**config.mk**
```make
export PLATFORM = sky130hd
export DESIGN_NAME = tlpap_stats
export DESIGN_NICKNAME = d
export VERILOG_FILES = /design/src/rtl/tlpap_pkg.sv /design/src/rtl/tlpap_stats.sv
export VERILOG_INCLUDE_DIRS = /design/src /design/src/rtl
export SDC_FILE = /design/constraint.sdc
export NUM_CORES = 1
export LEC_CHECK = 0
export ABC_CLOCK_PERIOD_IN_PS = 3560
export BUFFER_PORTS_ARGS = -buffer_cell sky130_fd_sc_hd__buf_2
export CORE_ASPECT_RATIO = 0.75
export CORE_MARGIN = 4
export CORE_UTILIZATION = 57
export DETAILED_ROUTE_END_ITERATION = 8
export PLACE_DENSITY_LB_ADDON = 0.2
export REMOVE_ABC_BUFFERS = 1
export SYNTH_ARGS = -nofsm -noshare
export SYNTH_HDL_FRONTEND = slang
export SYNTH_SLANG_ARGS = --single-unit
```
**constraint.sdc**
```tcl
create_clock -name clk -period 3.56 [get_ports clk]
set_input_delay 0.534 -clock clk [delete_from_list [all_inputs] [get_ports clk]]
set_output_delay 0.534 -clock clk [all_outputs]
set_load 0.005 [all_outputs]
```
**src/rtl/two_level_per_address_branch_predictor_core_macros.svh**
```systemverilog
// Assertion macros shared by the branch predictor RTL.
// Included by the modules that carry concurrent checks; no other dependencies.
`ifndef TWO_LEVEL_PER_ADDRESS_BRANCH_PREDICTOR_CORE_MACROS_SVH
`define TWO_LEVEL_PER_ADDRESS_BRANCH_PREDICTOR_CORE_MACROS_SVH

// Same-cycle implication, checked outside reset.
`define TLPAP_ASSERT_NOW(label, clk, rst_n, ante, cons, msg) \
    label: assert property (@(posedge clk) disable iff (!(rst_n)) (ante) |-> (cons)) \
        else $error(msg);

// Next-cycle implication, checked outside reset.
`define TLPAP_ASSERT_NEXT(label, clk, rst_n, ante, cons, msg) \
    label: assert property (@(posedge clk) disable iff (!(rst_n)) (ante) |=> (cons)) \
        else $error(msg);

`endif

```
**src/rtl/tlpap_pkg.sv**
```systemverilog
// Shared types, constants and helpers of the two-level branch predictor.
// No dependencies; used by every other file of the block but the RAM and the macro header.
`timescale 1ns / 1ps

package tlpap_pkg;

    // Default configuration
    localparam int ADDR_BITS_DEF   = 10;
    localparam int SEL_BITS_DEF    = 4;
    localparam int HISTORY_LEN_DEF = 8;
    localparam int CLASS_COUNT_DEF = 6;

    // Fixed field widths
    localparam int ADDR_W  = 32;
    localparam int CLASS_W = 3;
    localparam int COUNT_W = 32;
    localparam int CTR_W   = 2;

    typedef logic [COUNT_W-1:0] count_t;
    typedef logic [CTR_W-1:0]   ctr_t;

    // Saturating counter limits and prediction threshold
    localparam ctr_t   CTR_MAX     = 2'd3;
    localparam ctr_t   CTR_MIN     = 2'd0;
    localparam ctr_t   CTR_WEAK_NT = 2'd1;
    localparam count_t COUNT_MAX   = '1;

    // Pipeline control handed to each stage
    typedef struct packed {
        logic advance;   // every stage moves on this edge
        logic clearing;  // tables are being swept to zero
    } pipe_ctrl_t;

    function automatic count_t sat_inc(input count_t v);
        sat_inc = (v == COUNT_MAX) ? v : v + count_t'(1);
    endfunction

    function automatic ctr_t ctr_update(input ctr_t c, input logic tk);
        if (tk)
            ctr_update = (c == CTR_MAX) ? c : c + ctr_t'(1);
        else
            ctr_update = (c == CTR_MIN) ? c : c - ctr_t'(1);
    endfunction

endpackage

```
**src/rtl/tlpap_stats.sv**
```systemverilog
// Final stage: per-class saturating counts and the result register.
// Depends on tlpap_pkg and the assertion macro header.
`timescale 1ns / 1ps

module tlpap_stats #(
    parameter int CLASS_COUNT = tlpap_pkg::CLASS_COUNT_DEF
) (
    input  logic                          clk,
    input  logic                          rst_n,
    input  tlpap_pkg::pipe_ctrl_t         ctrl,
    input  logic                          s2_valid,
    input  logic                          s2_pred,
    input  logic                          s2_taken,
    input  logic [tlpap_pkg::CLASS_W-1:0] s2_class,
    output logic                          out_valid,
    output logic                          out_pred,
    output logic                          out_correct,
    output tlpap_pkg::count_t             out_total,
    output tlpap_pkg::count_t             out_hits
);
    import tlpap_pkg::*;
    `include "two_level_per_address_branch_predictor_core_macros.svh"

    count_t total_reg [CLASS_COUNT];
    count_t hits_reg  [CLASS_COUNT];
    logic   out_valid_reg;
    logic   out_pred_reg;
    logic   out_correct_reg;
    count_t out_total_reg;
    count_t out_hits_reg;

    logic [CLASS_COUNT-1:0] class_hit;
    logic                   in_range;
    logic                   correct;
    count_t                 sel_total;
    count_t                 sel_hits;
    count_t                 new_total;
    count_t                 new_hits;

    // Select the class counts and form the updated values
    always_comb
    begin
        sel_total = '0;
        sel_hits  = '0;
        for (int i = 0; i < CLASS_COUNT; i++)
        begin
            class_hit[i] = (int'(s2_class) == i);
            if (class_hit[i])
            begin
                sel_total = total_reg[i];
                sel_hits  = hits_reg[i];
            end
        end
        in_range  = |class_hit;
        correct   = (s2_pred == s2_taken);
        new_total = sat_inc(sel_total);
        new_hits  = correct ? sat_inc(sel_hits) : sel_hits;
    end

    // Update the counts of the item leaving the pipeline
    always_ff @(posedge clk or negedge rst_n)
    begin
        if (!rst_n)
        begin
            for (int i = 0; i < CLASS_COUNT; i++)
            begin
                total_reg[i] <= '0;
                hits_reg[i]  <= '0;
            end
        end
        else if (ctrl.advance && s2_valid)
        begin
            for (int i = 0; i < CLASS_COUNT; i++)
            begin
                if (class_hit[i])
                begin
                    total_reg[i] <= new_total;
                    hits_reg[i]  <= new_hits;
                end
            end
        end
    end

    // Result register
    always_ff @(posedge clk or negedge rst_n)
    begin
        if (!rst_n)
        begin
            out_valid_reg <= 1'b0;
        end
        else if (ctrl.advance)
        begin
            out_valid_reg <= s2_valid;
        end
    end

    always_ff @(posedge clk)
    begin
        if (ctrl.advance)
        begin
            out_pred_reg    <= s2_pred;
            out_correct_reg <= correct;
            out_total_reg   <= in_range ? new_total : '0;
            out_hits_reg    <= in_range ? new_hits : '0;
        end
    end

    assign out_valid   = out_valid_reg;
    assign out_pred    = out_pred_reg;
    assign out_correct = out_correct_reg;
    assign out_total   = out_total_reg;
    assign out_hits    = out_hits_reg;

    // Correct count never runs ahead of the total count
    `TLPAP_ASSERT_NOW(a_hits_le_total, clk, rst_n, out_valid_reg, out_hits_reg <= out_total_reg, "class hit count above class total")
    // A wrong prediction never adds to the correct count of a class
    `TLPAP_ASSERT_NEXT(a_miss_holds_hits, clk, rst_n, ctrl.advance && s2_valid && !correct && in_range, out_hits_reg == $past(sel_hits), "miss changed the class hit count")
endmodule

```
After elaboration in Yosys (flattened, before gate mapping)
Index checks and enable logic that the tools add are counted.

cells by class
  eq/ne operators = 8
  add/sub/neg operators = 2
  reductions and logical operators = 9
  mux-type cells = 15

operator list
  operator               count
  $mux 32                15
  $add 32x1->32 const B  2
  $eq 32x32->1 const B   2
  $eq 3x3->1 const B     4
  $reduce_and 2->1       6
  $reduce_or 6->1        1
  $eq 3x2->1 const B     1
  $logic_not 3->1        1
  $eq 1x1->1             1
  $logic_and 1x1->1      1

word-level totals
  input port bits = 10
  flip-flop bits (word level) = 451

Longest topological paths before layout
  depth after elaboration = 10
  mapped depth = 16
  mapped depth without buffers = 11

Worst setup path after synthesis
No wires, ideal clock.

  path type = in2reg
  start point = input s2_class[1] (netlist bit)
  end point = register out_hits_reg[25], in the netlist out_hits[25], data pin
  data required time = 3.296 ns
  path slack = -0.173 ns
  buffers on the path = 5
  stages on the path = 14
  library setup time = 0.264 ns
  data arrival time = 3.469 ns
  cells stage by stage = buf_2 buf_2 buf_2 buf_2 mux2_2 a21oi_1 o221ai_1 ha_1 and4_1 and4_1 buf_2 or4_1 xnor2_1 inv_1

between the ends
  cells in the longest elaborated chain, start to end = 10

ends and longest elaborated chain
  what                                           RTL line            RTL
  from (decl)                                    tlpap_stats.sv:14   input logic [tlpap_pkg::CLASS_W-1:0] s2_class,
  $logic_not 3->1                                tlpap_stats.sv:47   class_hit[i] = (int'(s2_class) == i);
  $mux 32 (6 in a row)                           tlpap_stats.sv:48   if (class_hit[i])
  $add 32x1->32 or $eq 32x32->1 (tied branches)  tlpap_pkg.sv:35     sat_inc = (v == COUNT_MAX) ? v : v + count_t'(1);
  $mux 32                                        tlpap_pkg.sv:35
  $mux 32                                        tlpap_stats.sv:57   new_hits = correct ? sat_inc(sel_hits) : sel_hits;
  to (signal assigned)                           tlpap_stats.sv:104  out_hits_reg <= in_range ? new_hits : '0;
  to (decl)                                      tlpap_stats.sv:30   count_t out_hits_reg;

Several ways; a longest one is shown, not always the timed one.
A chain may end at the register's enable or synchronous reset.

Worst setup path after layout
  start point = input s2_class[2] (netlist bit)
  end point = register out_total_reg[23], in the netlist out_total[23], data pin

between the ends
  cells in the longest elaborated chain, start to end = 9

ends and longest elaborated chain
  what                                           RTL line            RTL
  $logic_not 3->1                                tlpap_stats.sv:47
  $mux 32 (6 in a row)                           tlpap_stats.sv:48
  $add 32x1->32 or $eq 32x32->1 (tied branches)  tlpap_pkg.sv:35
  $mux 32                                        tlpap_pkg.sv:35
  to (signal assigned)                           tlpap_stats.sv:103  out_total_reg <= in_range ? new_total : '0;
  to (decl)                                      tlpap_stats.sv:29   count_t out_total_reg;

Several ways; a longest one is shown, not always the timed one.

==> flow_metrics.tcl <==
set metrics [dict create \
    status "finished with violations" \
    violations "negative hold slack" \
    grt-ovfl-total 0 \
    gp_congestion 0.9336 \
    sequentialPowerShare_pct 48.5 \
    avgSynthCellArea_um2 9.786 \
    power_per_cell_area_nw_per_um2 511.5 \
    layout_common_cells "436 x nand2_1, 399 x o21ai_0, 385 x dfrtp_1" \
    ys_async_sr_fraction_pct 85.37 \
    initial_utilization_pct 58.13 \
    clk_pin_slew_ns 0.06 \
    io_pins 77 \
    yosys_warnings 0 \
    grt_max_degree 105 \
    ant_nets 0 \
    fmaxAchievable_mhz 285.0 \
    dp_hpwl_um 40440 \
    timing.final.crit_share_pct 98.56 \
    antenna_found_initial 1 \
    post_synth_num_cell_types 82 \
    vdd_ir_drop_max_mv 0.4586 \
    crit_fanout 11 \
    htree_levels 2 \
    die_w_um 229.6 \
    yosys_most_used_dff "dfrtp_1" \
    crit_top_cell "buf_4" \
    finalWirelength_um 60150 \
    rsz0062_at_grt "false" \
    drive_above_1_share_pct 21.92 \
    comb_power_share_pct 14.9 \
    tns_ns 0 \
    critical_path.endpoint_type "register" \
    fin_ws_ns 0.05123 \
    r2r_start "hits_reg[144]" \
    grt_use_total_pct 30.09 \
    dpl_cell_area_um2 23900 \
    clock_latency_ns 0.57 \
    finalSetupViolCount 0 \
    leakagePower_nw 11.56 \
    pre_cts_slack_ns -0.5207 \
    final_common_cell "nand2_1" \
    wl_per_cell_um 20.48 \
    hold_slack_ns -0.01070 \
    cts_buffer_depth 3 \
    path_delay_family "simple AND/OR/NAND/NOR gates" \
    worstSetupPathType "in2reg" \
    min_period_ns 3.509 \
    die_y_um 174.2 \
    die_area_um2 39990 \
    viasPerCell 5.922 \
    diodes 0 \
    netSwitchingFraction_pct 26.91 \
    relSlewSlack_pct 40.49 \
    ys_seq_area_share_pct 55.34 \
    cts.sinks 451 \
    drtIter0Drc 1587 \
    cp.depth 14 \
    cts_tree "built" \
    final_area_um2 25440 \
    ys_ff_latch 451 \
    drc 0 \
    worst_slew_pin_slew_ns 0.8893 \
    core_um2 36110 \
    clock_skew_ns 0.02047 \
    critPathLaunchType "input pin" \
    startpoint "s2_class[2]" \
    min_path_type "in2async" \
    arrival_ns 3.81 \
    numCtsBuffers 44 \
    reg2reg_to "hits_reg[127]" \
    worstPathCellList "buf_4 -> buf_4 -> and2b_2 -> buf_12 -> a2bb2oi_1 -> o221ai_1 -> nand3_1 -> or4_1 -> or3_1 -> buf_4 -> nor3_2 -> xor2_1 -> buf_4 -> inv_1" \
    slew_viol_final 0 \
    path_buf_inv 6 \
    internal_power_mw 9.510 \
    rows 60 \
    drtPass1Iterations 5 \
    io_buffers 75 \
    synth_edf_count 66 \
    r2r_cells 11 \
    worst_path_max_delay_cell "or4_1" \
    finalNetCount 2419 \
    synthCells 2145 \
    syn2layout_area_growth_pct 21.19 \
    grt_pass1_wl_um 95940 \
    setup.worst_path.end "out_total[23]" \
    cts_root_buf "clkbuf_16" \
    p_sw_mw 3.502 \
    finalHoldViolations 2 \
    reg2reg_slack_ns 0.14 \
    pwr-share-clk_pct 36.6 \
    required_ns 3.86 \
    slowest_delay_ns 0.65 \
    synth_area_um2 20990 \
    drv_cap 0 \
    vias 17394 \
    grt_pass1_vias 17165 \
]
## power by group through the flow
| stage | sequential (mW) | clock [mW] | combinational [mW] |
|---|---|---|---|
| final | 6.31 | 4.76 | 1.94 |
| after global routing | 6.39 | 5.06 | 2.18 |
| after CTS | 6.30 | 4.83 | 1.93 |
| after detailed placement | 6.39 | 0 | 1.91 |
| after global placement | 6.34 | 0 | 1.83 |
| after floorplan | 6.31 | 0 | 0.989 |
## synthesized netlist by cell type (4+ instances only)
library cell	n	area, um2
nand2_1	438	1644
o21ai_0	401	2007
dfrtp_1	385	9634
clkbuf_1	95	356.6
edfxtp_1	66	1982
inv_1	63	236.5
a21oi_1	54	270.3
nor2_1	52	195.2
mux2i_1	46	460.4
buf_2	37	185.2
xor2_1	37	324.1
mux2_2	34	382.9
nor3_1	31	155.2
o21ai_1	25	125.1
nand2b_1	22	137.6
xnor2_1	22	192.7
nand3_1	19	95.09
a211oi_1	18	135.1
o221ai_1	18	157.7
o22ai_1	17	106.4
a22oi_1	15	112.6
buf_4	15	112.6
nor2b_1	13	81.33
o211ai_1	13	97.59
or3_1	13	81.33
and3b_1	12	105.1
nand3b_1	12	90.09
o2bb2ai_1	12	105.1
or2_2	12	75.07
a221o_1	10	100.1
a31oi_1	10	62.56
a221oi_1	9	78.83
nor4_1	8	50.05
o21a_1	7	52.55
a21o_1	6	45.04
or4_1	6	45.04
and3_1	5	31.28
and4_1	5	43.79
nor3_2	5	50.05
nor3b_1	5	37.54
a211o_1	4	35.03
buf_6	4	45.04
nand4_1	4	25.02
nand4b_1	4	35.03
nor4_2	4	50.05
## worst register-to-register path, stage by stage, from the launching register on
cell and delay [ns]:
dfrtp_1 0.37, mux2i_1 0.08, mux4_2 0.49, o21bai_1 0.18, or4b_4 0.49, or2_1 0.26, or4_4 0.53, nor4_2 0.27
buf_4 0.18, xnor2_1 0.19, buf_4 0.18, o21ai_1 0.06
## stage by stage
step	cells	power [mW]	utilization [%]
global route	2937	13.63	70.44
finish	2937	13.01	70.44
detailed placement	2854	8.303	66.19
global placement	2854	8.172	66.19
CTS	2934	13.06	70.18
floorplan	1992	7.296	-
## kinds of logic after synthesis
family | share of synthesized area, %
AND/OR/NAND/NOR | 15.83
buffers and inverters | 4.548
XOR/XNOR | 2.670
adder cells (fa/ha/maj) | 0.1192
flip-flops | 55.34
AO/OA/AOI/OAI | 17.26
multiplexers | 4.232
## what timing repair did
item                                    4_1_cts  5_1_grt
endpoints found under the setup margin        0      149
gates resized for setup                       0       16
hold buffers                                  0        0
buffers inserted                              0        3
## layout make-up
cell class / instances / area (um2)
clock inverters: 22 / 235.2
clock buffers: 58 / 1205
multi-input cells: 1475 / 8536
fillers: 2699 / 10670
repair buffers: 369 / 2977
inverters: 66 / 247.7
well taps: 496 / 620.6
flip-flops and latches: 451 / 11620
## metal layers
layer	GRT usage, %	wire (um)	vias up	part of all wire [%]
met5	0	13	-	0.022
met2	45.14	26840	659	45
li1	-	-	8030	-
met1	44.55	26730	8591	44
met4	8.338	1486	2	2.5
met3	6.733	5082	112	8.4
## how the worst min path moves through the flow
| stage | startpoint | to | cells after the start |
|---|---|---|---|
| detailed placement | total_reg[129] | total_reg[129] | 2 |
| global placement | total_reg[142] | total_reg[142] | 2 |
| CTS | rst_n | total_reg[79] | 1 |
| global route | rst_n | total_reg[139] | 1 |
| finish | rst_n | total_reg[79] | 1 |
| floorplan | rst_n | hits_reg[0] | 0 |
(Power assumes the default switching activity.)
